==> config.mk <==
export PLATFORM = sky130hd
export DESIGN_NAME = shadow_atlas_rect_packer_top
export DESIGN_NICKNAME = d
export VERILOG_FILES = /design/src/hdl/sarp_pkg.sv /design/src/hdl/sarp_search.sv /design/src/hdl/sarp_fifo.sv /design/src/hdl/sarp_emit.sv /design/src/hdl/shadow_atlas_rect_packer_top.sv
export SDC_FILE = /design/constraint.sdc
export NUM_CORES = 2
export LEC_CHECK = 0
export BUFFER_PORTS_ARGS = -buffer_cell sky130_fd_sc_hd__buf_2
export CAP_MARGIN = 20
export CORE_UTILIZATION = 48
export CTS_BUF_LIST = sky130_fd_sc_hd__clkbuf_4 sky130_fd_sc_hd__clkbuf_8
export CTS_CLUSTER_SIZE = 14
export DETAILED_ROUTE_END_ITERATION = 6
export GPL_ROUTABILITY_DRIVEN = 0
export GPL_TIMING_DRIVEN = 0
export SYNTH_ARGS = -nofsm -noshare
export SYNTH_HDL_FRONTEND = slang
export SYNTH_SLANG_ARGS = --single-unit
==> constraint.sdc <==
create_clock -name clk -period 11.1 [get_ports clk]
set_input_delay 2.22 -clock clk [delete_from_list [all_inputs] [get_ports clk]]
set_output_delay 2.22 -clock clk [all_outputs]
set_load 0.02 [all_outputs]
==> src/hdl/sarp_pkg.sv <==
// shared types, constants and helpers of the shadow atlas rectangle packer
// no dependencies; imported by every module of the block
`timescale 1ns / 1ps
package sarp_pkg;

	localparam logic [4:0] MAX_FOCUSED = 5'd16;
	localparam logic [4:0] MAX_COLUMNS = 5'd16;
	localparam logic [14:0] MIN_SIDE = 15'd256;
	localparam logic [14:0] MAX_DIM_RST = 15'd16384;
	// register index, taken from paddr[2]
	localparam logic REG_MAX_DIM = 1'b0;

	// layout handed from the search to the emitter
	typedef struct packed {
		logic [14:0] r;
		logic [14:0] h;
		logic [15:0] header;
		logic [14:0] aw;
		logic [14:0] ah;
		logic [4:0]  n;
		logic [4:0]  first;
		logic [4:0]  other;
	} desc_t;

	typedef enum logic [1:0] {
		S_IDLE,
		S_GEN,
		S_DRAIN,
		S_PUSH
	} srch_state_t;

	typedef enum logic [1:0] {
		E_IDLE,
		E_HDR,
		E_MAP
	} emit_state_t;

	// smallest p with p*den >= num, for num up to 16
	function automatic logic [4:0] ceil_div(input logic [4:0] num, input logic [3:0] den);
		logic [4:0] res;
		logic [8:0] prod;
		res = MAX_FOCUSED;
		prod = 9'd0;
		for (int p = 16; p >= 0; p--) begin
			prod = 9'(p) * {5'b0, den};
			if (prod >= {4'b0, num}) begin
				res = 5'(p);
			end
		end
		return res;
	endfunction

endpackage

==> src/hdl/sarp_search.sv <==
// front end: accepts requests and searches the best atlas layout
// depends on sarp_pkg
`timescale 1ns / 1ps
module sarp_search import sarp_pkg::*; (
	input  logic        clk,
	input  logic        arst_n,
	input  logic [14:0] max_dim,
	input  logic        in_valid,
	output logic        in_ready,
	input  logic [14:0] base_resolution,
	input  logic [4:0]  wanted_maps,
	output logic        desc_valid,
	input  logic        desc_ready,
	output desc_t       desc
);

	srch_state_t state_q, state_d;

	logic [14:0] r_q;
	logic [15:0] hdr_q;
	logic [4:0]  n_q;
	logic [4:0]  cols_q;
	logic [19:0] colr_q;
	logic [4:0]  first_q;
	logic [19:0] top_q;

	logic        v_s1, skip_s1;
	logic [14:0] colr_s1;
	logic [4:0]  first_s1, per_s1;
	logic [19:0] top_s1, perr_s1;

	logic        v_s2;
	logic [14:0] colr_s2, h_s2;
	logic [4:0]  first_s2, per_s2;
	logic [29:0] area_s2;

	logic        best_v_q;
	logic [29:0] best_area_q;
	logic [14:0] best_h_q, best_colr_q;
	logic [4:0]  best_first_q, best_per_q;

	logic [14:0] r_in;
	logic [15:0] hdr_in;
	logic [4:0]  n_in;
	logic [19:0] max20;
	logic        gen_done, cand, adv_first, last_cand, pipe_empty, accept, restart;
	logic [19:0] top_nx;
	logic [4:0]  rest;
	logic [3:0]  den;
	logic [4:0]  per_c;
	logic [19:0] h_c;
	logic        ok_c, better;

	// request decode
	always_comb begin
		r_in = (base_resolution > MIN_SIDE) ? base_resolution : MIN_SIDE;
		hdr_in = {1'b0, r_in} + {2'b0, r_in[14:1]};
		n_in = (wanted_maps > MAX_FOCUSED) ? MAX_FOCUSED : wanted_maps;
		max20 = {5'b0, max_dim};
	end

	// candidate generator
	always_comb begin
		gen_done = colr_q > max20;
		cand = (state_q == S_GEN) && !gen_done;
		top_nx = top_q + {5'b0, r_q};
		adv_first = (first_q < n_q) && (top_nx <= max20);
		last_cand = !adv_first && (cols_q == MAX_COLUMNS);
		pipe_empty = !v_s1 && !v_s2;
		accept = in_valid && in_ready;
		restart = (state_q == S_DRAIN) && pipe_empty && !best_v_q && (n_q != 5'd0);
	end

	// state register
	always_ff @(posedge clk or negedge arst_n) begin
		if (!arst_n) begin
			state_q <= S_IDLE;
		end else begin
			state_q <= state_d;
		end
	end

	// next state and handshake outputs
	always_comb begin
		state_d = state_q;
		in_ready = 1'b0;
		desc_valid = 1'b0;
		unique case (state_q)
			S_IDLE: begin
				in_ready = 1'b1;
				if (in_valid) state_d = S_GEN;
			end
			S_GEN: begin
				if (gen_done || last_cand) state_d = S_DRAIN;
			end
			S_DRAIN: begin
				if (pipe_empty) state_d = restart ? S_GEN : S_PUSH;
			end
			S_PUSH: begin
				desc_valid = 1'b1;
				if (desc_ready) state_d = S_IDLE;
			end
			default: state_d = S_IDLE;
		endcase
	end

	// generator registers
	always_ff @(posedge clk) begin
		if (accept || restart) begin
			if (accept) begin
				r_q <= r_in;
				hdr_q <= hdr_in;
				n_q <= n_in;
				colr_q <= {5'b0, r_in};
				top_q <= {4'b0, hdr_in};
			end else begin
				n_q <= n_q - 5'd1;
				colr_q <= {5'b0, r_q};
				top_q <= {4'b0, hdr_q};
			end
			cols_q <= 5'd1;
			first_q <= 5'd0;
		end else if (cand) begin
			if (adv_first) begin
				first_q <= first_q + 5'd1;
				top_q <= top_nx;
			end else begin
				cols_q <= cols_q + 5'd1;
				colr_q <= colr_q + {5'b0, r_q};
				first_q <= 5'd0;
				top_q <= {4'b0, hdr_q};
			end
		end
	end

	// stage 1: maps per other column and their height
	always_comb begin
		rest = n_q - first_q;
		den = 4'(cols_q - 5'd1);
		per_c = (cols_q == 5'd1) ? 5'd0 : ceil_div(rest, den);
	end

	always_ff @(posedge clk or negedge arst_n) begin
		if (!arst_n) begin
			v_s1 <= 1'b0;
			v_s2 <= 1'b0;
			best_v_q <= 1'b0;
		end else begin
			v_s1 <= cand;
			v_s2 <= v_s1 && ok_c;
			if (accept) best_v_q <= 1'b0;
			else if (better) best_v_q <= 1'b1;
		end
	end

	always_ff @(posedge clk) begin
		skip_s1 <= (cols_q == 5'd1) && (rest != 5'd0);
		colr_s1 <= colr_q[14:0];
		first_s1 <= first_q;
		top_s1 <= top_q;
		per_s1 <= per_c;
		perr_s1 <= per_c * r_q;
	end

	// stage 2: candidate height, bounds and area
	always_comb begin
		h_c = (top_s1 > perr_s1) ? top_s1 : perr_s1;
		ok_c = !skip_s1 && (perr_s1 <= max20) && (h_c <= max20);
	end

	always_ff @(posedge clk) begin
		colr_s2 <= colr_s1;
		first_s2 <= first_s1;
		per_s2 <= per_s1;
		h_s2 <= h_c[14:0];
		area_s2 <= colr_s1 * h_c[14:0];
	end

	// stage 3: keep the best candidate
	always_comb begin
		better = v_s2 && (!best_v_q || (area_s2 < best_area_q) ||
			((area_s2 == best_area_q) && (h_s2 < best_h_q)));
	end

	always_ff @(posedge clk) begin
		if (better) begin
			best_area_q <= area_s2;
			best_h_q <= h_s2;
			best_colr_q <= colr_s2;
			best_first_q <= first_s2;
			best_per_q <= per_s2;
		end
	end

	// layout descriptor, clipped header when nothing fits
	always_comb begin
		desc.r = r_q;
		desc.h = r_q >> 1;
		desc.header = hdr_q;
		if (best_v_q) begin
			desc.aw = best_colr_q;
			desc.ah = best_h_q;
			desc.n = n_q;
			desc.first = best_first_q;
			desc.other = best_per_q;
		end else begin
			desc.aw = (max_dim < r_q) ? max_dim : r_q;
			desc.ah = ({1'b0, max_dim} < hdr_q) ? max_dim : hdr_q[14:0];
			desc.n = 5'd0;
			desc.first = 5'd0;
			desc.other = 5'd0;
		end
	end

endmodule

==> src/hdl/sarp_fifo.sv <==
// two-entry queue of layout descriptors between search and emitter
// depends on sarp_pkg
`timescale 1ns / 1ps
module sarp_fifo import sarp_pkg::*; (
	input  logic  clk,
	input  logic  arst_n,
	input  logic  wr_valid,
	output logic  wr_ready,
	input  desc_t wr_data,
	output logic  rd_valid,
	input  logic  rd_ready,
	output desc_t rd_data
);

	desc_t       mem_q [2];
	logic        wp_q, rp_q;
	logic [1:0]  cnt_q;
	logic        push, pop;

	always_comb begin
		wr_ready = cnt_q != 2'd2;
		rd_valid = cnt_q != 2'd0;
		push = wr_valid && wr_ready;
		pop = rd_valid && rd_ready;
		rd_data = mem_q[rp_q];
	end

	// pointers and fill count
	always_ff @(posedge clk or negedge arst_n) begin
		if (!arst_n) begin
			wp_q <= 1'b0;
			rp_q <= 1'b0;
			cnt_q <= 2'd0;
		end else begin
			if (push) wp_q <= !wp_q;
			if (pop) rp_q <= !rp_q;
			if (push && !pop) cnt_q <= cnt_q + 2'd1;
			else if (pop && !push) cnt_q <= cnt_q - 2'd1;
		end
	end

	// storage
	always_ff @(posedge clk) begin
		if (push) mem_q[wp_q] <= wr_data;
	end

endmodule

==> src/hdl/sarp_emit.sv <==
// back end: walks a layout descriptor and emits its rectangles
// depends on sarp_pkg
`timescale 1ns / 1ps
module sarp_emit import sarp_pkg::*; (
	input  logic        clk,
	input  logic        arst_n,
	input  logic        desc_valid,
	output logic        desc_ready,
	input  desc_t       desc,
	output logic        out_valid,
	input  logic        out_ready,
	output logic        rect_kind,
	output logic [3:0]  rect_index,
	output logic [14:0] rect_x,
	output logic [14:0] rect_y,
	output logic [14:0] rect_w,
	output logic [14:0] rect_h,
	output logic [14:0] atlas_width,
	output logic [14:0] atlas_height,
	output logic [4:0]  maps_placed,
	output logic        last_rect
);

	emit_state_t state_q, state_d;
	desc_t       d_q;
	logic [1:0]  hidx_q;
	logic [4:0]  placed_q, col_q, row_q;
	logic [19:0] x_q, y_q;
	logic        ovalid_q;
	logic        load, take, done_map;

	always_comb begin
		load = ovalid_q ? out_ready : 1'b1;
		take = desc_valid && desc_ready;
		done_map = (placed_q + 5'd1) == d_q.n;
		out_valid = ovalid_q;
	end

	// state register
	always_ff @(posedge clk or negedge arst_n) begin
		if (!arst_n) begin
			state_q <= E_IDLE;
		end else begin
			state_q <= state_d;
		end
	end

	// next state
	always_comb begin
		state_d = state_q;
		desc_ready = 1'b0;
		unique case (state_q)
			E_IDLE: begin
				desc_ready = 1'b1;
				if (desc_valid) state_d = E_HDR;
			end
			E_HDR: begin
				if (load && hidx_q == 2'd2) state_d = (d_q.n == 5'd0) ? E_IDLE : E_MAP;
			end
			E_MAP: begin
				if (load && done_map) state_d = E_IDLE;
			end
			default: state_d = E_IDLE;
		endcase
	end

	// output valid
	always_ff @(posedge clk or negedge arst_n) begin
		if (!arst_n) begin
			ovalid_q <= 1'b0;
		end else if (load) begin
			ovalid_q <= (state_q == E_HDR) || (state_q == E_MAP);
		end
	end

	// walk counters and output payload
	always_ff @(posedge clk) begin
		if (take) begin
			d_q <= desc;
			hidx_q <= 2'd0;
			placed_q <= 5'd0;
			row_q <= 5'd0;
			y_q <= 20'd0;
			if (desc.first == 5'd0) begin
				col_q <= 5'd1;
				x_q <= {5'b0, desc.r};
			end else begin
				col_q <= 5'd0;
				x_q <= 20'd0;
				y_q <= {4'b0, desc.header};
			end
		end else if (load && state_q == E_HDR) begin
			hidx_q <= hidx_q + 2'd1;
			rect_kind <= 1'b0;
			rect_index <= {2'b0, hidx_q};
			rect_x <= (hidx_q == 2'd2) ? d_q.h : 15'd0;
			rect_y <= (hidx_q == 2'd0) ? 15'd0 : d_q.r;
			rect_w <= (hidx_q == 2'd0) ? d_q.r : d_q.h;
			rect_h <= (hidx_q == 2'd0) ? d_q.r : d_q.h;
			atlas_width <= d_q.aw;
			atlas_height <= d_q.ah;
			maps_placed <= d_q.n;
			last_rect <= (hidx_q == 2'd2) && (d_q.n == 5'd0);
		end else if (load && state_q == E_MAP) begin
			rect_kind <= 1'b1;
			rect_index <= placed_q[3:0];
			rect_x <= x_q[14:0];
			rect_y <= y_q[14:0];
			rect_w <= d_q.r;
			rect_h <= d_q.r;
			last_rect <= done_map;
			placed_q <= placed_q + 5'd1;
			// step down the column, or over to the next one
			if (col_q == 5'd0) begin
				if (row_q + 5'd1 < d_q.first) begin
					row_q <= row_q + 5'd1;
					y_q <= y_q + {5'b0, d_q.r};
				end else begin
					col_q <= 5'd1;
					row_q <= 5'd0;
					x_q <= {5'b0, d_q.r};
					y_q <= 20'd0;
				end
			end else if (row_q + 5'd1 < d_q.other) begin
				row_q <= row_q + 5'd1;
				y_q <= y_q + {5'b0, d_q.r};
			end else begin
				col_q <= col_q + 5'd1;
				row_q <= 5'd0;
				x_q <= x_q + {5'b0, d_q.r};
				y_q <= 20'd0;
			end
		end
	end

endmodule

==> src/hdl/shadow_atlas_rect_packer_top.sv <==
// top level of the shadow atlas rectangle packer: register port, search, queue, emitter
// depends on sarp_pkg, sarp_search, sarp_fifo, sarp_emit
//
// channel   direction  handshake             payload
// in        input      in_valid / in_ready   base_resolution, wanted_maps
// out       output     out_valid / out_ready rect_*, atlas_*, maps_placed, last_rect
// cfg       input      apb write/read        max_dim at byte address 0
//
// a request is searched one candidate a cycle through a three-stage evaluation pipe,
// with up to 16 columns times 17 column-0 counts per count of maps tried; the
// emitter then gives 3 + maps_placed transactions, one a cycle while out_ready is high.
// the search and the emitter are parted by a two-entry descriptor queue, so a
// stalled output does not hold the next search until the queue is full; arst_n
// clears all control state.
`timescale 1ns / 1ps
module shadow_atlas_rect_packer_top import sarp_pkg::*; (
	input  logic        clk,
	input  logic        arst_n,
	input  logic        psel,
	input  logic        penable,
	input  logic        pwrite,
	input  logic [2:0]  paddr,
	input  logic [31:0] pwdata,
	output logic [31:0] prdata,
	output logic        pready,
	input  logic        in_valid,
	output logic        in_ready,
	input  logic [14:0] base_resolution,
	input  logic [4:0]  wanted_maps,
	output logic        out_valid,
	input  logic        out_ready,
	output logic        rect_kind,
	output logic [3:0]  rect_index,
	output logic [14:0] rect_x,
	output logic [14:0] rect_y,
	output logic [14:0] rect_w,
	output logic [14:0] rect_h,
	output logic [14:0] atlas_width,
	output logic [14:0] atlas_height,
	output logic [4:0]  maps_placed,
	output logic        last_rect
);

	logic [14:0] max_dim_q;
	logic        q_wv, q_wr, q_rv, q_rr;
	desc_t       q_wd, q_rd;

	// configuration register
	assign pready = 1'b1;

	always_ff @(posedge clk or negedge arst_n) begin
		if (!arst_n) begin
			max_dim_q <= MAX_DIM_RST;
		end else if (psel && penable && pwrite && (paddr[2] == REG_MAX_DIM)) begin
			max_dim_q <= pwdata[14:0];
		end
	end

	always_comb begin
		prdata = (paddr[2] == REG_MAX_DIM) ? {17'b0, max_dim_q} : 32'd0;
	end

	sarp_search u_search (
		.clk(clk), .arst_n(arst_n), .max_dim(max_dim_q),
		.in_valid(in_valid), .in_ready(in_ready),
		.base_resolution(base_resolution), .wanted_maps(wanted_maps),
		.desc_valid(q_wv), .desc_ready(q_wr), .desc(q_wd)
	);

	sarp_fifo u_fifo (
		.clk(clk), .arst_n(arst_n),
		.wr_valid(q_wv), .wr_ready(q_wr), .wr_data(q_wd),
		.rd_valid(q_rv), .rd_ready(q_rr), .rd_data(q_rd)
	);

	sarp_emit u_emit (
		.clk(clk), .arst_n(arst_n),
		.desc_valid(q_rv), .desc_ready(q_rr), .desc(q_rd),
		.out_valid(out_valid), .out_ready(out_ready),
		.rect_kind(rect_kind), .rect_index(rect_index),
		.rect_x(rect_x), .rect_y(rect_y), .rect_w(rect_w), .rect_h(rect_h),
		.atlas_width(atlas_width), .atlas_height(atlas_height),
		.maps_placed(maps_placed), .last_rect(last_rect)
	);

	// the final map of a layout carries the placed count
	a_last_map: assert property (@(posedge clk) disable iff (!arst_n)
		out_valid && last_rect && rect_kind |-> maps_placed == ({1'b0, rect_index} + 5'd1))
		else $error("last map index does not match placed count");

	// header splits are only indices 0 to 2
	a_hdr_idx: assert property (@(posedge clk) disable iff (!arst_n)
		out_valid && !rect_kind |-> rect_index <= 4'd2)
		else $error("header split index out of range");

	// maps only appear in layouts that place some
	a_map_cnt: assert property (@(posedge clk) disable iff (!arst_n)
		out_valid && rect_kind |-> maps_placed != 5'd0)
		else $error("map emitted with no maps placed");

endmodule

==> impl_metrics.env <==
export IMPL_grt_antenna_before_repair=3
export IMPL_cpMostUsedCell="inv_1"
export IMPL_fin_crit_sh=0.9341
export IMPL_slowest_stage="clkbuf_1"
export IMPL_hold_viol_final=0
export IMPL_gr_max_usage_layer="met2"
export IMPL_drv_slew=0
export IMPL_grt_max_degree=63
export IMPL_clk_latency_ns=0.78
export IMPL_required_ns=11.78
export IMPL_clk_pin_slew_worst_paths_ns=0.06
export IMPL_slowest_delay_ns=0.64
export IMPL_relSlewSlack=0.2899
export IMPL_yosysSeqAreaShare=0.4220
export IMPL_synth_area_um2=43040
export IMPL_cts_tree="done"
export IMPL_clock_path_buffers=3
export IMPL_syn_inst=3890
export IMPL_holdCritPathClass="flop to flop"
export IMPL_io_pins=198
export IMPL_grt_overflow=0
export IMPL_h_tree_depth=3
export IMPL_avgViaCountPerCell=5.501
export IMPL_cts_resized=0
export IMPL_setup_viol=0
export IMPL_ys_flop_type="edfxtp_1"
export IMPL_yosys_warnings=0
export IMPL_detailed_place_hpwl_um=87190
export IMPL_skew_ns=0.04933
export IMPL_setup_ws_ns=0.7310
export IMPL_synth_async_sr_flop_share=0.04079
export IMPL_start_kind="flop"
export IMPL_core_area_um2=88650
export IMPL_mostFrequentLayoutCell="edfxtp_1"
export IMPL_crit_arrival_ns=11.05
export IMPL_drive_gt1_frac=0.1287
export IMPL_die_area_um2=90870
export IMPL_vias=30057
export IMPL_fmax_mhz=96.44
export IMPL_grtUsageMet1=0.3451
export IMPL_post_drt_wl_per_cell_um=20.77
export IMPL_postCtsHoldBufs=0
export IMPL_endpoint_kind="flop"
export IMPL_die_h_um=301.4
export IMPL_firstDrtPassIters=7
export IMPL_die_x_um=301.4
export IMPL_rows=109
export IMPL_routed_wl_um=113500
export IMPL_worstMarginPinSlew_ns=1.063
export IMPL_max_cap_violations=0
export IMPL_status="complete, but fails checks"
export IMPL_pre_cts_ws_ns=0.4667
export IMPL_worst_setup_path_type="flop to flop"
export IMPL_post_cts_buffers=0
export IMPL_grt_pass1_wl_um=173900
export IMPL_avgSynthCellArea_um2=11.06
export IMPL_port_buffers=160
export IMPL_globalRouteTotalUtil=0.2536
export IMPL_synth_edff_count=477
export IMPL_start_util=0.4855
export IMPL_grt_use_met2=0.4136
export IMPL_crit_fanout=11
export IMPL_final_antenna_net_count=0
export IMPL_cts_sinks=662
export IMPL_final_nets=4940
export IMPL_area_growth_pct=11.97
export IMPL_rsz0062_at_grt="false"
export IMPL_grt_pass1_vias=29368
export IMPL_synth_seq_cells=662
export IMPL_violations="DRC"
export IMPL_drc=32
export IMPL_final_cell_mix="edfxtp_1 (477), ha_1 (455), inv_1 (440)"
export IMPL_root_buffer="clkbuf_8"
export IMPL_period_needed_ns=10.37
export IMPL_fill_cells=7806
export IMPL_ys_types=83
export IMPL_numCtsBuffers=110
export IMPL_met3_usage=0.03552
export IMPL_drt_initial_drc_count=2057
[cell usage after synthesis, types with 15 or more instances]
| cell type | n | area [um2] |
|---|---|---|
| edfxtp_1 | 477 | 14320 |
| ha_1 | 455 | 5693 |
| inv_1 | 440 | 1652 |
| nand2_1 | 289 | 1085 |
| fa_1 | 222 | 4444 |
| and2_1 | 179 | 1120 |
| a21oi_1 | 174 | 870.8 |
| dfxtp_1 | 158 | 3163 |
| nor2_1 | 154 | 578.1 |
| o21ai_0 | 120 | 600.6 |
| clkbuf_1 | 110 | 412.9 |
| mux2_2 | 102 | 1149 |
| xnor2_1 | 95 | 832.1 |
| nand3_1 | 91 | 455.4 |
| a21o_1 | 87 | 653.1 |
| nor3_1 | 63 | 315.3 |
| xor2_1 | 49 | 429.2 |
| mux2i_1 | 42 | 420.4 |
| nor2b_1 | 39 | 244.0 |
| a211oi_1 | 37 | 277.8 |
| nand2b_1 | 37 | 231.5 |
| nand4_1 | 35 | 219.0 |
| buf_4 | 33 | 247.7 |
| a22oi_1 | 31 | 232.7 |
| dfrtp_1 | 26 | 650.6 |
| o21a_1 | 26 | 195.2 |
| o22ai_1 | 21 | 131.4 |
| a22o_1 | 20 | 175.2 |
| o211ai_1 | 16 | 120.1 |
| a2111o_1 | 15 | 168.9 |
| a31oi_1 | 15 | 93.84 |
[routing by layer]
layer,wire [um],vias up
li1,-,14311
met1,50090,14595
met2,52680,960
met3,7021,191
met4,3684,0
met5,0,-
[critical path: cells and delay by family (launching register included)]
family / cells / cell delay (ns)
xor gates and xnor gates: 1 / 0.13
muxes: 1 / 0.32
AOI/OAI and AO/OA: 9 / 2.73
adders and majority gates: 8 / 3.41
and+or+nand+nor: 5 / 1.54
DFF: 1 / 0.44
buffers and inverters: 9 / 1.69
[sequential cells by signal, summed over array words and instances (netlist names), 16 cells and up]
signal                flops
u_fifo.mem_q            150
u_emit.d_q               60
u_search.area_s2         30
u_search.best_area_q     30
u_search.colr_q          20
u_search.perr_s1         20
u_search.top_q           20
u_search.top_s1          20
u_search.hdr_q           16
[stage by stage]
| step | TNS (ns) | instance area (um2) | hold WS (ns) | utilization | instances |
|---|---|---|---|---|---|
| global route | 0 | 48190 | 0.3301 | 0.5436 | 5464 |
| global placement | -51.93 | 45370 | 0.3111 | 0.5118 | 5235 |
| floorplan | 0 | 43120 | 0.3096 | - | 3910 |
| detailed placement | 0 | 45710 | 0.3121 | 0.5157 | 5253 |
| CTS | 0 | 48160 | 0.3259 | 0.5433 | 5461 |
| finish | 0 | 48190 | 0.3257 | 0.5436 | 5464 |
[area by class of cell]
class | instances | area (um2) | share of cell area
Multi-Input combinational cell | 2649 | 22610 | 0.4692
Clock buffer | 161 | 1959 | 0.04066
Timing Repair Buffer | 179 | 1110 | 0.02303
Inverter | 441 | 1655 | 0.03435
Buffer | 158 | 735.7 | 0.01527
Tap cell | 1165 | 1458 | 0.03025
Antenna cell | 2 | 5.005 | 0.0001039
Sequential cell | 662 | 18160 | 0.3769
Clock inverter | 47 | 491.7 | 0.01020
[cells by family (layout without fill, tap and decap cells)]
group	count (synthesis)	count (layout)	synth area share
AND/OR/NAND/NOR	980	980	0.1141
buffers and inverters	599	986	0.05544
other	2	24	0.0001745
XOR/XNOR	146	146	0.03035
AO/OA/AOI/OAI	680	680	0.1059
multiplexers	144	144	0.03645
adder cells (fa/ha/maj)	677	677	0.2355
flip-flops	662	662	0.4220
[path summary, 6_finish.rpt]
kind	start	to	slack (ns)	cells past startpoint
min reg2reg	u_search.per_s1[3]	u_search.per_s2[3]	0.33	0
min	u_search.per_s1[3]	u_search.per_s2[3]	0.33	0
min in group asynchronous	arst_n	u_emit.out_valid	1.59	1
max	u_search.perr_s1[14]	u_search.area_s2[28]	0.73	33
max reg2reg	u_search.perr_s1[14]	u_search.area_s2[28]	0.73	33
max in group asynchronous	arst_n	max_dim_q[5]	8.92	1
Power is left out: the tool's default activity adds up to more than one toggle a clock period on the data nets, which glitch-free logic cannot reach.
